--- src/hdl/mosa_pkg.sv ---
package mosa_pkg;

   localparam int ENTRIES   = 256;
   localparam int LANES     = 16;
   localparam int ROWS      = ENTRIES / LANES;
   localparam int SLOT_BITS = $clog2(ENTRIES);
   localparam int LANE_BITS = $clog2(LANES);
   localparam int ROW_BITS  = $clog2(ROWS);
   localparam int CNT_BITS  = SLOT_BITS + 1;
   localparam int POS_BITS  = SLOT_BITS + 3;

   typedef logic signed [POS_BITS-1:0] pos_type;

   localparam pos_type MID = pos_type'(ENTRIES / 2);

   typedef enum logic [1:0] {
      ST_OK      = 2'd0,
      ST_FULL    = 2'd1,
      ST_OUTSIDE = 2'd2,
      ST_IS_FREE = 2'd3
   } status_type;

   localparam logic KIND_ALLOC = 1'b0;
   localparam logic KIND_FREE  = 1'b1;

   function automatic logic [LANE_BITS-1:0] lowest_set(input logic [LANES-1:0] v);
      logic [LANE_BITS-1:0] r;
      r = '0;
      for (int j = LANES - 1; j >= 0; j--) begin
         if (v[j]) r = LANE_BITS'(j);
      end
      return r;
   endfunction

   function automatic logic [LANE_BITS-1:0] highest_set(input logic [LANES-1:0] v);
      logic [LANE_BITS-1:0] r;
      r = '0;
      for (int j = 0; j < LANES; j++) begin
         if (v[j]) r = LANE_BITS'(j);
      end
      return r;
   endfunction

endpackage

--- src/hdl/mosa_ram.sv ---
module mosa_ram #(
   parameter int WIDTH = 16,
   parameter int DEPTH = 16
) (
   input  logic                     clock,
   input  logic                     wr_en,
   input  logic [$clog2(DEPTH)-1:0] wr_addr,
   input  logic [WIDTH-1:0]         wr_data,
   input  logic                     rd_en,
   input  logic [$clog2(DEPTH)-1:0] rd_addr,
   output logic [WIDTH-1:0]         rd_data
);

   logic [WIDTH-1:0] mem [DEPTH];
   logic [WIDTH-1:0] rd_data_ff;

   always_ff @(posedge clock) begin
      if (wr_en) mem[wr_addr] <= wr_data;
      if (rd_en) rd_data_ff <= mem[rd_addr];
   end

   assign rd_data = rd_data_ff;

endmodule

--- src/hdl/middle_out_slot_allocator_unit.sv ---
// Middle-out slot allocator.
// req channel: tuser = kind (0 allocate, 1 free), tdata = absolute slot index.
// rsp channel: one transfer per request; tuser = status, tdata carries the
// slot index, the used count and both exclusive window edges.
// csr port: csr_wr_en writes base_index. The user must write it only while no
// request is in flight; the block does not enforce this. Occupancy sits in a
// 16 x 16-bit RAM, one row per read-modify-write step. Each row visit takes a
// read-issue state and then an evaluate state. A full table or a free outside
// the window goes straight to the result; edge extension visits one row; hole
// search scans rows upward from the low edge; a free visits its own row, then
// may shrink the low edge and the high edge by row scans.
// One request is in flight at a time; req_tready is high only when idle.
// A finished result waits in the rsp register; the next request is accepted
// meanwhile, and its result is held back until rsp is taken.
// Reset empties the table at once (row valid bits), centers the window at
// the middle slot and clears base_index. No clearing pass is needed.
module middle_out_slot_allocator_unit (
   input  logic        clock,
   input  logic        reset,
   input  logic        req_tvalid,
   output logic        req_tready,
   input  logic [31:0] req_tdata,   // [31:0] index
   input  logic        req_tuser,   // [0] kind
   output logic        rsp_tvalid,
   input  logic        rsp_tready,
   // [31:0] slot_index, [40:32] used_count, [49:41] window_low,
   // [58:50] window_high, [63:59] zero
   output logic [63:0] rsp_tdata,
   output logic [1:0]  rsp_tuser,   // [1:0] status
   input  logic        csr_wr_en,
   input  logic [31:0] csr_wr_data
);
   import mosa_pkg::*;

   typedef enum logic [3:0] {
      S_IDLE = 4'b0001,
      S_RD   = 4'b0010,
      S_EV   = 4'b0100,
      S_DONE = 4'b1000
   } state_type;

   typedef enum logic [2:0] {
      OP_HOLE,
      OP_SET,
      OP_FREE,
      OP_SLO,
      OP_SHI
   } op_type;

   state_type                 state_ff, state_in;
   op_type                    op_ff, op_in;
   logic [ROW_BITS-1:0]       row_ff, row_in;
   logic [SLOT_BITS-1:0]      pick_ff, pick_in;
   logic signed [CNT_BITS-1:0] low_ff, low_in;
   logic [CNT_BITS-1:0]       high_ff, high_in;
   logic [CNT_BITS-1:0]       count_ff, count_in;
   logic [31:0]               base_ff;
   status_type                status_ff, status_in;
   logic [31:0]               idx_ff, idx_in;
   logic [ROWS-1:0]           row_valid_ff;

   logic                      rsp_tvalid_ff;
   logic [63:0]               rsp_tdata_ff;
   logic [1:0]                rsp_tuser_ff;
   logic                      rsp_load;

   logic                      ram_wr_en;
   logic [LANES-1:0]          ram_wr_data;
   logic [LANES-1:0]          ram_rd_data;
   logic [LANES-1:0]          row_data;

   mosa_ram #(.WIDTH(LANES), .DEPTH(ROWS)) u_ram (
      .clock   (clock),
      .wr_en   (ram_wr_en),
      .wr_addr (row_ff),
      .wr_data (ram_wr_data),
      .rd_en   (state_ff == S_RD),
      .rd_addr (row_ff),
      .rd_data (ram_rd_data)
   );

   // rows never written since reset read as all free
   assign row_data = row_valid_ff[row_ff] ? ram_rd_data : '0;

   assign rsp_load = (state_ff == S_DONE) && (!rsp_tvalid_ff || rsp_tready);

   always_comb begin
      pos_type              lo, hi, lo1, hm1, cnt, rowbase, rowend, pj, f, nl;
      logic [LANES-1:0]     hole_m, slo_m, shi_m, t, lane_bit;
      logic [31:0]          off;
      logic                 in_window, to_high, go_shi;

      state_in    = state_ff;
      op_in       = op_ff;
      row_in      = row_ff;
      pick_in     = pick_ff;
      low_in      = low_ff;
      high_in     = high_ff;
      count_in    = count_ff;
      status_in   = status_ff;
      idx_in      = idx_ff;
      ram_wr_en   = 1'b0;
      ram_wr_data = row_data;
      go_shi      = 1'b0;

      lo      = pos_type'(low_ff);
      hi      = pos_type'(high_ff);
      cnt     = pos_type'(count_ff);
      lo1     = lo + pos_type'(1);
      hm1     = hi - pos_type'(1);
      nl      = lo;
      rowbase = pos_type'({row_ff, {LANE_BITS{1'b0}}});
      rowend  = rowbase + pos_type'(LANES - 1);
      for (int j = 0; j < LANES; j++) begin
         pj        = rowbase + pos_type'(j);
         hole_m[j] = (pj > lo) && (pj < hi);
         slo_m[j]  = (pj >= lo1);
         shi_m[j]  = (pj >= lo1) && (pj <= hm1);
      end
      lane_bit = LANES'(1) << pick_ff[LANE_BITS-1:0];
      t        = '0;
      f        = '0;
      to_high  = 1'b0;

      off       = req_tdata - base_ff;
      in_window = (off < {{(32-CNT_BITS){1'b0}}, high_ff}) &&
                  (low_ff[CNT_BITS-1] || (off > {{(32-CNT_BITS){1'b0}}, low_ff}));

      case (state_ff)
         S_IDLE: begin
            if (req_tvalid) begin
               status_in = ST_OK;
               if (req_tuser == KIND_ALLOC) begin
                  if (count_ff >= CNT_BITS'(ENTRIES)) begin
                     status_in = ST_FULL;
                     idx_in    = '0;
                     state_in  = S_DONE;
                  end else if (hi - lo - pos_type'(1) > cnt) begin
                     op_in    = OP_HOLE;
                     row_in   = lo1[SLOT_BITS-1:LANE_BITS];
                     state_in = S_RD;
                  end else begin
                     to_high = (MID - lo) > (hm1 - MID);
                     if (to_high && hi >= pos_type'(ENTRIES)) to_high = 1'b0;
                     if (!to_high && lo < pos_type'(0)) to_high = 1'b1;
                     if (to_high) begin
                        pick_in = hi[SLOT_BITS-1:0];
                        high_in = high_ff + CNT_BITS'(1);
                        row_in  = hi[SLOT_BITS-1:LANE_BITS];
                     end else begin
                        pick_in = lo[SLOT_BITS-1:0];
                        low_in  = low_ff - CNT_BITS'(1);
                        row_in  = lo[SLOT_BITS-1:LANE_BITS];
                     end
                     op_in    = OP_SET;
                     state_in = S_RD;
                  end
               end else begin
                  idx_in = req_tdata;
                  if (!in_window) begin
                     status_in = ST_OUTSIDE;
                     state_in  = S_DONE;
                  end else begin
                     pick_in  = off[SLOT_BITS-1:0];
                     row_in   = off[SLOT_BITS-1:LANE_BITS];
                     op_in    = OP_FREE;
                     state_in = S_RD;
                  end
               end
            end
         end
         S_RD: begin
            state_in = S_EV;
         end
         S_EV: begin
            case (op_ff)
               OP_HOLE: begin
                  t = ~row_data & hole_m;
                  if (|t) begin
                     f           = rowbase + pos_type'(lowest_set(t));
                     ram_wr_en   = 1'b1;
                     ram_wr_data = row_data | (LANES'(1) << lowest_set(t));
                     count_in    = count_ff + CNT_BITS'(1);
                     idx_in      = base_ff + {{(32-SLOT_BITS){1'b0}}, f[SLOT_BITS-1:0]};
                     state_in    = S_DONE;
                  end else begin
                     row_in   = row_ff + ROW_BITS'(1);
                     state_in = S_RD;
                  end
               end
               OP_SET: begin
                  ram_wr_en   = 1'b1;
                  ram_wr_data = row_data | lane_bit;
                  count_in    = count_ff + CNT_BITS'(1);
                  idx_in      = base_ff + {{(32-SLOT_BITS){1'b0}}, pick_ff};
                  state_in    = S_DONE;
               end
               OP_FREE: begin
                  if ((row_data & lane_bit) == '0) begin
                     status_in = ST_IS_FREE;
                     state_in  = S_DONE;
                  end else begin
                     ram_wr_en   = 1'b1;
                     ram_wr_data = row_data & ~lane_bit;
                     count_in    = count_ff - CNT_BITS'(1);
                     if (lo < MID) begin
                        op_in    = OP_SLO;
                        row_in   = lo1[SLOT_BITS-1:LANE_BITS];
                        state_in = S_RD;
                     end else begin
                        go_shi = 1'b1;
                     end
                  end
               end
               OP_SLO: begin
                  t = row_data & slo_m;
                  if (|t) begin
                     f      = rowbase + pos_type'(lowest_set(t));
                     nl     = (f <= MID) ? f - pos_type'(1) : MID;
                     go_shi = 1'b1;
                  end else if (rowend >= MID) begin
                     nl     = MID;
                     go_shi = 1'b1;
                  end else begin
                     row_in   = row_ff + ROW_BITS'(1);
                     state_in = S_RD;
                  end
                  if (go_shi) low_in = nl[CNT_BITS-1:0];
               end
               OP_SHI: begin
                  t = row_data & shi_m;
                  if (|t) begin
                     f        = rowbase + pos_type'(highest_set(t)) + pos_type'(1);
                     high_in  = f[CNT_BITS-1:0];
                     state_in = S_DONE;
                  end else if (rowbase <= lo1) begin
                     high_in  = lo1[CNT_BITS-1:0];
                     state_in = S_DONE;
                  end else begin
                     row_in   = row_ff - ROW_BITS'(1);
                     state_in = S_RD;
                  end
               end
               default: state_in = S_DONE;
            endcase
            if (go_shi) begin
               if (hi > nl + pos_type'(1)) begin
                  op_in    = OP_SHI;
                  row_in   = hm1[SLOT_BITS-1:LANE_BITS];
                  state_in = S_RD;
               end else begin
                  state_in = S_DONE;
               end
            end
         end
         S_DONE: begin
            if (rsp_load) state_in = S_IDLE;
         end
         default: state_in = S_IDLE;
      endcase
   end

   always_ff @(posedge clock) begin
      if (reset) begin
         state_ff     <= S_IDLE;
         low_ff       <= CNT_BITS'(ENTRIES / 2);
         high_ff      <= CNT_BITS'(ENTRIES / 2 + 1);
         count_ff     <= '0;
         base_ff      <= '0;
         row_valid_ff <= '0;
      end else begin
         state_ff <= state_in;
         low_ff   <= low_in;
         high_ff  <= high_in;
         count_ff <= count_in;
         if (csr_wr_en) base_ff <= csr_wr_data;
         if (ram_wr_en) row_valid_ff[row_ff] <= 1'b1;
      end
   end

   always_ff @(posedge clock) begin
      op_ff     <= op_in;
      row_ff    <= row_in;
      pick_ff   <= pick_in;
      status_ff <= status_in;
      idx_ff    <= idx_in;
   end

   always_ff @(posedge clock) begin
      if (reset) begin
         rsp_tvalid_ff <= 1'b0;
      end else if (rsp_load) begin
         rsp_tvalid_ff <= 1'b1;
      end else if (rsp_tready) begin
         rsp_tvalid_ff <= 1'b0;
      end
   end

   always_ff @(posedge clock) begin
      if (rsp_load) begin
         rsp_tuser_ff <= status_ff;
         rsp_tdata_ff <= {5'b0, high_ff, low_ff, count_ff, idx_ff};
      end
   end

   assign req_tready = (state_ff == S_IDLE);
   assign rsp_tvalid = rsp_tvalid_ff;
   assign rsp_tdata  = rsp_tdata_ff;
   assign rsp_tuser  = rsp_tuser_ff;

endmodule

--- config.mk ---
export PLATFORM = sky130hd
export DESIGN_NAME = middle_out_slot_allocator_unit
export DESIGN_NICKNAME = d
export VERILOG_FILES = /design/src/hdl/mosa_pkg.sv /design/src/hdl/mosa_ram.sv /design/src/hdl/middle_out_slot_allocator_unit.sv
export SDC_FILE = /design/constraint.sdc
export NUM_CORES = 1
export LEC_CHECK = 0
export BUFFER_PORTS_ARGS = -buffer_cell sky130_fd_sc_hd__buf_4
export CORE_MARGIN = 8
export CORE_UTILIZATION = 25
export CTS_CLUSTER_SIZE = 14
export DETAILED_ROUTE_END_ITERATION = 8
export PLACE_DENSITY = 0.5
export SYNTH_ARGS = -nofsm -noshare
export SYNTH_HDL_FRONTEND = slang
export SYNTH_SLANG_ARGS = --single-unit
--- constraint.sdc ---
create_clock -name clock -period 18.4 [get_ports clock]
set_input_delay 4.6 -clock clock [delete_from_list [all_inputs] [get_ports clock]]
set_output_delay 4.6 -clock clock [all_outputs]
set_load 0.01 [all_outputs]
==> reports/results.ini <==
[run_status]
status=finished, final reports clean

[floorplanning]
core_um2=110400
rows=122
dieWidth_um=349.1
die_h_um=349.1
io_pins=138
die_area_um2=121900
start_util_pct=25.14

[sta]
skew_ps=26.00
drv_slew=0
setup_viol=0
worst_pin_slew_ps=1190
post-route-period-util_pct=51.83
rsz0062_at_grt=false
slew-limit-headroom_pct=20.08
hold_viol_final=0
fmax_ghz=0.1049
tns_ps=0
period_needed_ps=9537

[synthesis]
synth.most_common_cell=edfxtp_1
ys.flop_type=edfxtp_1
synth.avg_cell_area_um2=10.68
ys_ff_latch=462
synth_edf_count=382
syn_area_um2=27750
synth.top_cell.area_share_pct=41.34
synthCells=2597
synth_cell_type_count=110
yosysTopAreaCell=edfxtp_1
yosys_warnings=0
synth-async-reset-ratio_pct=0
synth_common_cells=edfxtp_1 (382), nor2_1 (249), nand2_1 (184), a21oi_1 (166), o21ai_0 (159)
ys_seq_area_share_pct=47.11
synth_area_leaders=edfxtp_1 (41%), mux4_2 (6.8%), ha_1 (6.3%), dfxtp_1 (5.8%), nor2_1 (3.4%)

[cells_and_area]
diodes=0
fin_nets=2926
drive_above_1_share_pct=15.59
layoutNonFillerInstCount=4234
multi_input_comb_area_um2=13760
area_growth_pct=16.53
fillers=11500
seq_area_um2=13070

[critical_path]
start_kind=primary input
critPathSlowestCell=a2111oi_0
worstPathArrival_ps=9780
r2r_start=low_ff[3]
required_ps=18640
path_class=primary input to flop
cpPeakStageDelay_ps=810
critPathCaptureType=flop
path_cells=buf_4, inv_1, ha_1, inv_1, fa_1, a21oi_1, nand4b_1, a31oi_1, xor2_1, ha_1, a222oi_1, nand4_1, nor4_1, o2111ai_1, a2111oi_0, nand4_1, nor4_1, o211ai_1, a2111oi_0, a21oi_1, nor2_1
rrSetupSlack_ps=9350
reg2reg_depth=33
rr_endpoint=row_ff[0]
crit_path_max_fanout=7

[pwr]
power_switching_share_pct=40.71
leakage_uw=0.01076
p_clk_share_pct=25.2
irDropWorstVdd_mv=0.08534
internal_power_uw=2424
p_sw_uw=1665
p_per_area_nw_per_um2=126.5
pwr-share-seq_pct=29.2
p_comb_share_pct=45.6

[placed_design]
dp_cells=4148
dp_hpwl_mm=66.57
place.gp.congestion=0.9452
port_buffers=132

[hold_path]
min_path_type=flop to flop
worstHoldStart=idx_ff[7]
hold_end=rsp_tdata[7]
hold_depth=0

[cts]
holdBufCountCts=0
cts_setup_buffers=0
cts_resized=0
cts_tree=built
cts-root-buf=clkbuf_16
clkTransAtPathRegs_ps=60
worstSkewPairLatency_ps=620
cts_sinks=462
cts_buffers=50
clk_path_buf_depth=3
cts_max_level=2

[global_routing]
first_global_vias=21210
overflow=0
grt_antenna_before_repair=0
grt_pass1_wl_mm=140.6
grt_max_degree=65
track_usage_pct=14.95

[detailed_routing]
wl_per_cell_um=22.45
vias_per_cell=5.211
drtAntennaViolNets=0
drt-initial-drc-count=2243
drc_errors=0
vias=22060
routed_wl_mm=95.07
drt_first_pass_iters=6

[job]
cap_violations=0

sequential cells by signal, indices dropped and copies added, names as in the netlist:
signal and cells:
u_ram.mem 256, rsp_tdata 59, base_ff 32, idx_ff 32, row_valid_ff 16, u_ram.rd_data 16
count_ff 9, high_ff 9, low_ff 9, pick_ff 8, row_ff 4, state_ff 4
op_ff 3, rsp_tuser 2, status_ff 2, rsp_tvalid 1
power groups by stage:
stage	Combinational (µW)	Sequential (µW)	Clock (µW)
floorplan	1290	1210	0
global placement	1830	1220	0
detailed placement	1830	1210	0
CTS	1840	1190	1060
global route	2030	1200	1090
finish	1870	1190	1030
layer usage:
layer  vias to the layer above  track usage [%]  wire, µm  part of all wire, %
met5                         -                0         0                    0
met4                         0            5.465      3700                  3.9
met3                       189            2.259      5893                  6.2
met2                       865            24.16     43610                   46
met1                     10900            20.21     41870                   44
li1                      10110                -         -                    -
placed cells by master, fill, tap and decap left out, drive strengths merged, types with 19 or more instances in the layout:
cell and instances:
a211oi 34, a21o 24, a21oi 166, a221oi 19
a31oi 28, and2 23, buf 198, clkbuf 60
dfxtp 80, edfxtp 382, ha 140, inv 126
mux2i 42, mux4 84, nand2 186, nand2b 21
nand3 113, nand4 34, nor2 249, nor2b 28
nor3 62, nor4 23, o21a 35, o21ai 169
o22ai 20, xnor2 77
worst max-delay path, delay by kind of cell:
kind                       cells  cell delay (ps)
AOI/OAI and AO/OA              8             2370
xor gates and xnor gates       1              220
adders and majority gates      3              870
buffers and inverters          3              240
and+or+nand+nor                6             1460
kinds of logic (layout without fill, tap and decap cells):
group	count (synthesis)	count (layout)	synth area share [%]
flops	462	462	47.11
simple gates	818	818	14.43
mux	126	126	8.378
compound gates	686	686	16.62
fa+ha+maj	144	144	6.602
xor+xnor	94	94	2.967
other cells	1	5	0.01352
buf+inv	266	411	3.878
how the worst max path moves through the flow:
stage | startpoint | to | slack (ps) | cells after the start
floorplan | req_tdata[1] | pick_ff[0] | 9040 | 21
global route | req_tdata[0] | row_ff[0] | 8440 | 21
finish | req_tdata[0] | row_ff[0] | 8860 | 21
detailed placement | req_tdata[0] | op_ff[1] | 8400 | 21
global placement | req_tdata[1] | op_ff[1] | 8410 | 22
CTS | req_tdata[0] | row_ff[1] | 9030 | 21
through the flow:
step | worst slack [ps] | area, µm² | power [µW] | util, % | hold slack [ps]
6_report | 8863 | 32330 | 4089 | 29.30 | 414.7
3_3_place_gp | 8406 | 30660 | 3048 | 27.78 | 401.8
5_1_grt | 8439 | 32330 | 4324 | 29.30 | 422.6
3_5_place_dp | 8402 | 30660 | 3043 | 27.78 | 404.5
2_1_floorplan | 9043 | 27760 | 2507 | - | 400.3
4_1_cts | 9033 | 32330 | 4092 | 29.30 | 418.8
area by class of cell:
class	instances	share of cell area, %
clock buffer	60	4.083
tap	1488	5.758
sequential	462	40.43
inverter	127	1.474
clock inverter	26	1.107
multi-input combinational	1873	42.55
timing repair buffer	198	4.597
Power figures use the tool's default switching activity.
